## src/hw/rtl/ctq_pkg.sv

```systemverilog
// ============================================================================
// ctq_pkg
// Shared request and response types and command codes for the coalescing
// timer queue.
// ============================================================================
package ctq_pkg;

    typedef enum logic [1:0] {
        CMD_ARM    = 2'd0,
        CMD_CANCEL = 2'd1,
        CMD_QUERY  = 2'd2,
        CMD_TICK   = 2'd3
    } t_cmd;

    localparam logic CFG_TOL_LOW_POWER = 1'b0;
    localparam logic CFG_TOL_PRECISE   = 1'b1;

    localparam logic [63:0] ALL_ONES = 64'hFFFF_FFFF_FFFF_FFFF;

    typedef struct packed {
        logic [1:0]  command;
        logic [3:0]  timer_id;
        logic [63:0] time_value;
        logic [63:0] period_time;
        logic        low_power;
    } t_req;

    typedef struct packed {
        logic        status;
        logic        armed;
        logic        expired_valid;
        logic [3:0]  expired_id;
        logic        reschedule;
        logic [63:0] next_deadline;
        logic        last;
    } t_rsp;

endpackage

```

## src/hw/rtl/ctq_ram.sv

```systemverilog
// ============================================================================
// ctq_ram
// Generic single-write, single-read synchronous RAM with registered read data.
// ============================================================================
module ctq_ram #(
    parameter int WIDTH = 8,
    parameter int DEPTH = 16
) (
    input  logic                                   i_clk,
    input  logic                                   i_we,
    input  logic [((DEPTH > 1) ? $clog2(DEPTH) : 1)-1:0] i_waddr,
    input  logic [WIDTH-1:0]                       i_wdata,
    input  logic [((DEPTH > 1) ? $clog2(DEPTH) : 1)-1:0] i_raddr,
    output logic [WIDTH-1:0]                       o_rdata
);

    logic [WIDTH-1:0] r_mem [DEPTH];

    always_ff @(posedge i_clk) begin
        if (i_we) begin
            r_mem[i_waddr] <= i_wdata;
        end
        o_rdata <= r_mem[i_raddr];
    end

endmodule

```

## src/hw/rtl/coalescing_timer_queue.sv

```systemverilog
// ============================================================================
// coalescing_timer_queue
// Sorted timer queue with slack coalescing, kept in one timer RAM.
// ============================================================================
// A request is taken at a clock edge where start is high and busy is low.
// Every request gives one or more responses on o_rsp, each marked by o_valid
// for exactly one cycle; the final one has last set. The receiver cannot
// stall, so responses stream out on consecutive cycles.
// Query, refused arm and cancel of an idle timer answer in the cycle after the
// request and keep busy low. Every other request walks the timer RAM, one
// entry per cycle through its single read port, in passes over all entries:
// arm takes two passes, cancel two passes. A tick checks the head, and for
// each expired timer reads its data, runs a removal pass, an insertion pass
// and a write for a periodic timer and a head pass, then checks again;
// finally it gives its responses. Timer alarms, periods, classes and queue
// positions live in the RAM; armed flags and the head deadline live in flops.
// After reset no timer is armed, the deadline reads all ones and the slack
// registers hold their defaults; the RAM needs no clearing pass.
// Configuration writes on the i_cfg port take effect at the next edge.
// ============================================================================
module coalescing_timer_queue #(
    parameter int NUM_TIMERS = 16,
    parameter int MAX_EXPIRE = 32
) (
    input  logic          i_clk,
    input  logic          i_rst_n,
    input  logic          start,
    output logic          busy,
    input  ctq_pkg::t_req i_req,
    output logic          o_valid,
    output ctq_pkg::t_rsp o_rsp,
    input  logic          i_cfg_we,
    input  logic          i_cfg_idx,
    input  logic [31:0]   i_cfg_data
);

    import ctq_pkg::*;

    localparam int IW  = $clog2(NUM_TIMERS);
    localparam int CW  = $clog2(NUM_TIMERS + 1);
    localparam int CAP = (MAX_EXPIRE < 32) ? MAX_EXPIRE : 32;
    localparam int NW  = $clog2(CAP + 1);
    localparam int BW  = (CAP > 1) ? $clog2(CAP) : 1;
    localparam int EW  = 64 + 64 + 1 + IW;

    typedef struct packed {
        logic [63:0]   alarm;
        logic [63:0]   period;
        logic          cls;
        logic [IW-1:0] rank;
    } t_ent;

    typedef enum logic [2:0] {
        S_IDLE, S_CDAT, S_TCHK, S_TDAT, S_SCAN, S_FIN, S_DONE, S_TOUT
    } t_state;

    typedef enum logic [1:0] {
        P_ENQ, P_REM, P_HEAD
    } t_pass;

    t_state          r_state;
    t_pass           r_pass;
    t_cmd            r_cmd;
    logic [31:0]     r_tol_lp;
    logic [31:0]     r_tol_pr;
    logic [NUM_TIMERS-1:0] r_inq;
    logic            r_head_vld;
    logic [63:0]     r_head_alarm;
    logic [IW-1:0]   r_head_id;
    logic [IW-1:0]   r_t;
    logic [63:0]     r_a;
    logic [63:0]     r_per;
    logic            r_cls;
    logic [63:0]     r_tv;
    logic [IW-1:0]   r_r;
    logic [CW-1:0]   r_sc;
    logic            r_pv;
    logic [IW-1:0]   r_pidx;
    logic [IW-1:0]   r_le_cnt;
    logic [63:0]     r_min;
    logic            r_min_vld;
    logic            r_rs;
    logic [NW-1:0]   r_n;
    logic [NW-1:0]   r_e;
    logic [3:0]      r_buf [CAP];

    logic            w_id_ok;
    logic [IW-1:0]   w_id;
    t_ent            w_q;
    logic            w_pin;
    logic            w_le;
    logic [31:0]     w_tol;
    logic [63:0]     w_diff;
    logic            w_snap;
    logic [64:0]     w_sum;
    logic [63:0]     w_sat;
    logic [63:0]     w_nd;
    logic            w_we;
    logic [IW-1:0]   w_waddr;
    t_ent            w_wdata;
    logic [IW-1:0]   w_raddr;
    logic [EW-1:0]   w_rdata;

    assign w_id_ok = 32'(i_req.timer_id) < 32'(NUM_TIMERS);
    assign w_id    = IW'(i_req.timer_id);
    assign w_q     = t_ent'(w_rdata);
    assign w_pin   = r_pv && r_inq[r_pidx];
    assign w_le    = w_q.alarm <= r_a;
    assign w_tol   = r_cls ? r_tol_lp : r_tol_pr;
    assign w_diff  = r_min - r_a;
    assign w_snap  = r_min_vld && (w_diff <= {32'd0, w_tol});
    assign w_sum   = {1'b0, w_q.alarm} + {1'b0, w_q.period};
    assign w_sat   = w_sum[64] ? ALL_ONES : w_sum[63:0];
    assign w_nd    = r_head_vld ? r_head_alarm : ALL_ONES;
    assign busy    = (r_state != S_IDLE);

    // read-modify-write of the timer entries
    always_comb begin
        w_we    = 1'b0;
        w_waddr = r_pidx;
        w_wdata = w_q;
        if (r_state == S_SCAN && w_pin) begin
            if (r_pass == P_ENQ && !w_le) begin
                w_we         = 1'b1;
                w_wdata.rank = w_q.rank + IW'(1);
            end else if (r_pass == P_REM && w_q.rank > r_r) begin
                w_we         = 1'b1;
                w_wdata.rank = w_q.rank - IW'(1);
            end
        end else if (r_state == S_FIN) begin
            w_we           = 1'b1;
            w_waddr        = r_t;
            w_wdata.alarm  = w_snap ? r_min : r_a;
            w_wdata.period = r_per;
            w_wdata.cls    = r_cls;
            w_wdata.rank   = r_le_cnt;
        end
    end

    always_comb begin
        case (r_state)
            S_IDLE:  w_raddr = w_id;
            S_TCHK:  w_raddr = r_head_id;
            S_SCAN:  w_raddr = r_sc[IW-1:0];
            default: w_raddr = r_t;
        endcase
    end

    ctq_ram #(
        .WIDTH (EW),
        .DEPTH (NUM_TIMERS)
    ) u_ram (
        .i_clk   (i_clk),
        .i_we    (w_we),
        .i_waddr (w_waddr),
        .i_wdata (EW'(w_wdata)),
        .i_raddr (w_raddr),
        .o_rdata (w_rdata)
    );

    always_ff @(posedge i_clk) begin
        if (!i_rst_n) begin
            r_state      <= S_IDLE;
            r_pass       <= P_HEAD;
            r_cmd        <= CMD_ARM;
            r_tol_lp     <= 32'd1000000000;
            r_tol_pr     <= 32'd0;
            r_inq        <= '0;
            r_head_vld   <= 1'b0;
            r_head_alarm <= ALL_ONES;
            r_head_id    <= '0;
            r_pv         <= 1'b0;
            r_sc         <= '0;
            r_n          <= '0;
            r_e          <= '0;
            o_valid      <= 1'b0;
        end else begin
            o_valid <= 1'b0;
            if (i_cfg_we) begin
                unique case (i_cfg_idx)
                    CFG_TOL_LOW_POWER: r_tol_lp <= i_cfg_data;
                    CFG_TOL_PRECISE:   r_tol_pr <= i_cfg_data;
                    default:           r_tol_pr <= i_cfg_data;
                endcase
            end
            unique case (r_state)
                S_IDLE: begin
                    if (start) begin
                        r_cmd  <= t_cmd'(i_req.command);
                        r_t    <= w_id;
                        r_a    <= i_req.time_value;
                        r_per  <= i_req.period_time;
                        r_cls  <= i_req.low_power;
                        r_tv   <= i_req.time_value;
                        o_rsp  <= '{status: (t_cmd'(i_req.command) == CMD_ARM)
                                            && (!w_id_ok || r_inq[w_id]),
                                   armed: (t_cmd'(i_req.command) == CMD_QUERY)
                                          && w_id_ok && r_inq[w_id],
                                   expired_valid: 1'b0,
                                   expired_id: 4'd0, reschedule: 1'b0,
                                   next_deadline: w_nd, last: 1'b1};
                        unique case (t_cmd'(i_req.command))
                            CMD_ARM: begin
                                if (!w_id_ok || r_inq[w_id]) begin
                                    o_valid <= 1'b1;
                                end else begin
                                    r_pass    <= P_ENQ;
                                    r_sc      <= '0;
                                    r_pv      <= 1'b0;
                                    r_le_cnt  <= '0;
                                    r_min     <= ALL_ONES;
                                    r_min_vld <= 1'b0;
                                    r_state   <= S_SCAN;
                                end
                            end
                            CMD_CANCEL: begin
                                if (w_id_ok && r_inq[w_id]) begin
                                    r_state <= S_CDAT;
                                end else begin
                                    o_valid <= 1'b1;
                                end
                            end
                            CMD_QUERY: begin
                                o_valid <= 1'b1;
                            end
                            CMD_TICK: begin
                                r_n     <= '0;
                                r_state <= S_TCHK;
                            end
                            default: r_state <= S_IDLE;
                        endcase
                    end
                end
                S_CDAT: begin
                    r_r        <= w_q.rank;
                    r_inq[r_t] <= 1'b0;
                    r_pass     <= P_REM;
                    r_sc       <= '0;
                    r_pv       <= 1'b0;
                    r_state    <= S_SCAN;
                end
                S_TCHK: begin
                    if (r_head_vld && r_head_alarm <= r_tv && r_n < NW'(CAP)) begin
                        r_buf[r_n[BW-1:0]] <= 4'(r_head_id);
                        r_n     <= r_n + NW'(1);
                        r_t     <= r_head_id;
                        r_state <= S_TDAT;
                    end else begin
                        r_e     <= '0;
                        r_state <= S_TOUT;
                    end
                end
                S_TDAT: begin
                    r_r        <= '0;
                    r_inq[r_t] <= 1'b0;
                    r_per      <= w_q.period;
                    r_cls      <= w_q.cls;
                    r_a        <= w_sat;
                    r_pass     <= P_REM;
                    r_sc       <= '0;
                    r_pv       <= 1'b0;
                    r_state    <= S_SCAN;
                end
                S_SCAN: begin
                    if (r_sc < CW'(NUM_TIMERS)) begin
                        r_sc   <= r_sc + CW'(1);
                        r_pv   <= 1'b1;
                        r_pidx <= r_sc[IW-1:0];
                    end else begin
                        r_pv <= 1'b0;
                    end
                    if (w_pin) begin
                        if (r_pass == P_ENQ) begin
                            if (w_le) begin
                                r_le_cnt <= r_le_cnt + IW'(1);
                            end else if (w_q.alarm < r_min || !r_min_vld) begin
                                r_min     <= w_q.alarm;
                                r_min_vld <= 1'b1;
                            end
                        end else if (r_pass == P_HEAD && w_q.rank == '0) begin
                            r_head_vld   <= 1'b1;
                            r_head_alarm <= w_q.alarm;
                            r_head_id    <= r_pidx;
                        end
                    end
                    if (r_sc == CW'(NUM_TIMERS)) begin
                        r_sc <= '0;
                        r_pv <= 1'b0;
                        if (r_pass == P_ENQ) begin
                            r_state <= S_FIN;
                        end else if (r_pass == P_REM && r_cmd == CMD_TICK
                                     && r_per != ALL_ONES) begin
                            r_pass    <= P_ENQ;
                            r_le_cnt  <= '0;
                            r_min     <= ALL_ONES;
                            r_min_vld <= 1'b0;
                        end else if (r_pass == P_REM) begin
                            r_pass       <= P_HEAD;
                            r_head_vld   <= 1'b0;
                            r_head_alarm <= ALL_ONES;
                            r_head_id    <= '0;
                        end else begin
                            r_state <= (r_cmd == CMD_TICK) ? S_TCHK : S_DONE;
                        end
                    end
                end
                S_FIN: begin
                    r_inq[r_t]   <= 1'b1;
                    r_rs         <= (r_le_cnt == '0) && !w_snap;
                    r_pass       <= P_HEAD;
                    r_sc         <= '0;
                    r_pv         <= 1'b0;
                    r_head_vld   <= 1'b0;
                    r_head_alarm <= ALL_ONES;
                    r_head_id    <= '0;
                    r_state      <= S_SCAN;
                end
                S_DONE: begin
                    o_valid <= 1'b1;
                    o_rsp   <= '{status: 1'b0, armed: 1'b0, expired_valid: 1'b0,
                                 expired_id: 4'd0,
                                 reschedule: (r_cmd == CMD_ARM) && r_rs,
                                 next_deadline: w_nd, last: 1'b1};
                    r_state <= S_IDLE;
                end
                S_TOUT: begin
                    o_valid <= 1'b1;
                    if (r_n == '0) begin
                        o_rsp   <= '{status: 1'b0, armed: 1'b0, expired_valid: 1'b0,
                                     expired_id: 4'd0, reschedule: 1'b0,
                                     next_deadline: w_nd, last: 1'b1};
                        r_state <= S_IDLE;
                    end else begin
                        o_rsp <= '{status: 1'b0, armed: 1'b0, expired_valid: 1'b1,
                                   expired_id: r_buf[r_e[BW-1:0]], reschedule: 1'b0,
                                   next_deadline: w_nd,
                                   last: (r_e == r_n - NW'(1))};
                        r_e <= r_e + NW'(1);
                        if (r_e == r_n - NW'(1)) begin
                            r_state <= S_IDLE;
                        end
                    end
                end
                default: r_state <= S_IDLE;
            endcase
        end
    end

    a_ram_write_in_pass: assert property (@(posedge i_clk) disable iff (!i_rst_n)
        w_we |-> (r_state == S_SCAN || r_state == S_FIN))
        else $error("timer ram written outside a pass");

    a_idle_no_pending: assert property (@(posedge i_clk) disable iff (!i_rst_n)
        (r_state == S_IDLE) |-> !r_pv)
        else $error("pending ram read left in idle");

    a_head_matches_queue: assert property (@(posedge i_clk) disable iff (!i_rst_n)
        (r_state == S_IDLE) |-> (r_head_vld == (|r_inq)))
        else $error("head flag disagrees with armed timers");

    a_burst_contiguous: assert property (@(posedge i_clk) disable iff (!i_rst_n)
        (o_valid && !o_rsp.last) |=> o_valid)
        else $error("response burst broken");

    a_expiry_cap: assert property (@(posedge i_clk) disable iff (!i_rst_n)
        r_n <= NW'(CAP))
        else $error("expiry count beyond cap");

endmodule
```

## config.mk

```make
export PLATFORM = sky130hd
export DESIGN_NAME = coalescing_timer_queue
export DESIGN_NICKNAME = d
export VERILOG_FILES = /design/src/hw/rtl/ctq_pkg.sv /design/src/hw/rtl/ctq_ram.sv /design/src/hw/rtl/coalescing_timer_queue.sv
export SDC_FILE = /design/constraint.sdc
export NUM_CORES = 2
export LEC_CHECK = 0
export BUFFER_PORTS_ARGS = -buffer_cell sky130_fd_sc_hd__buf_4
export CAP_MARGIN = 15
export CORE_ASPECT_RATIO = 1.1
export CORE_MARGIN = 2
export CORE_UTILIZATION = 45
export DETAILED_ROUTE_END_ITERATION = 6
export HOLD_SLACK_MARGIN = 0.12
export PLACE_DENSITY = 0.74
export SLEW_MARGIN = 20
export SYNTH_ARGS = -nofsm -noshare
export SYNTH_HDL_FRONTEND = slang
export SYNTH_SLANG_ARGS = --single-unit
export TNS_END_PERCENT = 5
```

## constraint.sdc

```tcl
create_clock -name i_clk -period 12.5 [get_ports i_clk]
set_clock_uncertainty 0.1 [all_clocks]
set_input_delay 2.5 -clock i_clk [delete_from_list [all_inputs] [get_ports i_clk]]
set_output_delay 2.5 -clock i_clk [all_outputs]
set_load 0.02 [all_outputs]
```

==> results.sh <==
export IMPL_grt_total_usage_pct=24.66
export IMPL_grt_setup_unrepaired="no"
export IMPL_hold_worst_slack_ns=0.3664
export IMPL_ys_top_cells_by_count="edfxtp_1, nand2_1, mux4_2"
export IMPL_cp_slowest_stage_delay_ns=0.94
export IMPL_synth_cell_types=84
export IMPL_drt_wl_total_um=359900
export IMPL_grt_pass1_vias=76070
export IMPL_area_sequential_um2=84470
export IMPL_firstDrtPassIters=7
export IMPL_vdd_drop_max_uv=163.8
export IMPL_min_path_type="reg -> reg"
export IMPL_critical_path_top_delay_family="compound AO/OA/AOI/OAI gates"
export IMPL_gp_congestion=0.9826
export IMPL_rows=204
export IMPL_period_minus_slack_ns=8.854
export IMPL_grt_max_degree=150
export IMPL_core_area_um2=280000
export IMPL_synth_nets=8684
export IMPL_cts_resized=0
export IMPL_synth_edff_count=2604
export IMPL_fp_dieArea_um2=285200
export IMPL_wire_per_inst_um=29.23
export IMPL_drc=3
export IMPL_cts_root_buf="clkbuf_16"
export IMPL_cts_sinks=2917
export IMPL_max_freq_mhz=112.9
export IMPL_period_share_pct=70.83
export IMPL_worst_pin_slew_ns=1.229
export IMPL_avgSynthCellArea_um2=15.52
export IMPL_initial_core_util_pct=45.15
export IMPL_antenna_found_initial=19
export IMPL_dp_hpwl_um=220100
export IMPL_slowest_stage="a22oi_1"
export IMPL_drive_gt1_share_pct=17.85
export IMPL_cp_start_kind="flop"
export IMPL_cts_made_buffers=299
export IMPL_nets=8893
export IMPL_die_y_um=559.9
export IMPL_yosys_area_top_type="edfxtp_1"
export IMPL_grt_overflow=0
export IMPL_ctsHoldBuffers=0
export IMPL_synth_area_leaders="edfxtp_1, mux4_2, dfxtp_1"
export IMPL_synth_area_um2=126400
export IMPL_critPathMaxFanout=39
export IMPL_clkSlewWorstSetupHoldPaths_ns=0.07
export IMPL_tritoncts="built"
export IMPL_yosys_warnings=0
export IMPL_path_cells="ha_1 > a21oi_1 > o21ai_0 > a221oi_1 > o31a_1 > and2_1 > o21bai_1 > xor2_1 > ha_1 > nand4_1 > nor3_1 > a2111oi_0 > o211ai_1 > o21ai_0 > o311ai_0 > nor4b_1 > nand4_1 > nor4_1 > and4_2 > buf_4 > a41oi_1 > a22oi_1"
export IMPL_dp_cells=11760
export IMPL_worstPathArrival_ns=9.25
export IMPL_vias_per_cell=6.281
export IMPL_setup_violations=0
export IMPL_required_ns=12.89
export IMPL_synth_cells=8144
export IMPL_p_leak_nw=48.27
export IMPL_ys_ff_latch=2917
export IMPL_pin_count=247
export IMPL_final_max_slew_viol_count=0
export IMPL_post_cts_buffers=0
export IMPL_netlist_area_leader_share_pct=61.85
export IMPL_grt_pass1_wl_um=517700
export IMPL_synth_yosys_seq_area_share_pct=66.81
export IMPL_n_fill_cell=22410
export IMPL_status="finished, violations left"
export IMPL_cts_buffer_depth=4
export IMPL_layout_cells_non_filler=12310
export IMPL_area_growth_pct=12.66
export IMPL_async_flop_share_pct=0
export IMPL_maxSlewHeadroom_pct=18.09
export IMPL_worstSetupPathType="reg -> reg"
export IMPL_synthFlopType="edfxtp_1"
export IMPL_failed_checks="DRC"
export IMPL_drv_cap=0
export IMPL_hold_violations=0
export IMPL_multiInputGateArea_um2=39500
export IMPL_path_buf_inv=1
export IMPL_cts_htree_levels=5
export IMPL_die_x_um=509.4
export IMPL_clkLatencyLatePin_ns=0.89
export IMPL_vias=77340
export IMPL_endpoint_kind="flop"
export IMPL_drt_iter0_drc=10780
export IMPL_tns_ns=0
export IMPL_synth_most_common_cell="edfxtp_1"
export IMPL_ant_nets=0
export IMPL_p_per_area_nw_per_um2=208.7
export IMPL_io_buffers=246
==> cell usage in the layout (no fill, tap or decap), types with 126 or more instances in the layout <==
cell type	instances
edfxtp_1	2604
nand2_1	903
buf_4	357
inv_1	257
clkbuf_16	307
o21ai_0	126
a21oi_1	412
nor2b_1	172
dfxtp_1	307
mux2i_1	180
ha_1	366
a21o_1	154
nor2_1	225
a211oi_1	157
mux4_2	582
==> logic make-up after synthesis <==
group	Yosys count	share of synthesized area [%]
AO/OA/AOI/OAI	1463	8.153
adder cells (fa/ha/maj)	368	3.654
multiplexers	767	11.84
AND/OR/NAND/NOR	1778	6.475
XOR/XNOR	125	0.8660
buffers and inverters	726	2.205
flip-flops	2917	66.81
==> path summary, 6_finish.rpt <==
check | end | slack [ns] | cells past startpoint | from
max | u_ram.r_mem[6][69] | 3.65 | 22 | r_min[20]
min | r_tol_pr[7] | 0.37 | 2 | r_tol_pr[7]
max reg2reg | u_ram.r_mem[6][69] | 3.65 | 22 | r_min[20]
min reg2reg | r_tol_pr[7] | 0.37 | 2 | r_tol_pr[7]
==> tightest hold or removal path, cell delays in order (launching register included) <==
cell      delay [ns]
dfxtp_1         0.31
nand2_1         0.04
a21boi_0        0.06
==> registers in the layout, summed over array words and instances (netlist names), 32 cells and up, named ones only <==
| name | cells |
|---|---|
| r_tol_pr | 32 |
| r_per | 64 |
| r_tv | 64 |
| u_ram.o_rdata | 133 |
| r_tol_lp | 32 |
| u_ram.r_mem | 2128 |
| r_a | 64 |
| r_buf | 128 |
| r_min | 64 |
| o_rsp | 73 |
| r_head_alarm | 64 |
==> cell type report <==
type / count / area share (%)
Sequential cell: 2917 / 59.31
Clock buffer: 387 / 5.773
Multi-Input combinational cell: 4501 / 27.73
Tap cell: 3708 / 3.257
Antenna cell: 11 / 0.01933
Inverter: 258 / 0.6799
Timing Repair Buffer: 376 / 2.149
Clock inverter: 155 / 1.082
==> stage by stage <==
step	cell area, um2	setup WS, ns	power [mW]	util [%]
after floorplan	126400	2.910	18.16	-
after CTS	142400	3.831	29.62	50.85
after detailed placement	132600	3.873	20.74	47.36
final	142400	3.646	29.72	50.87
after global placement	132600	4.030	20.50	47.36
after global routing	142400	3.139	30.76	50.86
==> metal layers <==
metal  GRT usage [%]  up-vias  wire [um]
li1                -    32380          -
met1           33.68    39460     137700
met2           38.73     4721     167800
met3           5.320      768      40390
met4           9.382        6      13950
met5               0        -         43
==> power by group <==
group | internal, mW | leakage (nW) | switching, mW
sequential | 12.1 | 25.6 | 0.877
clock | 5.17 | 4.77 | 3.77
combinational | 3.03 | 17.9 | 4.81
No activity file was read; power rests on OpenSTA's default activity.
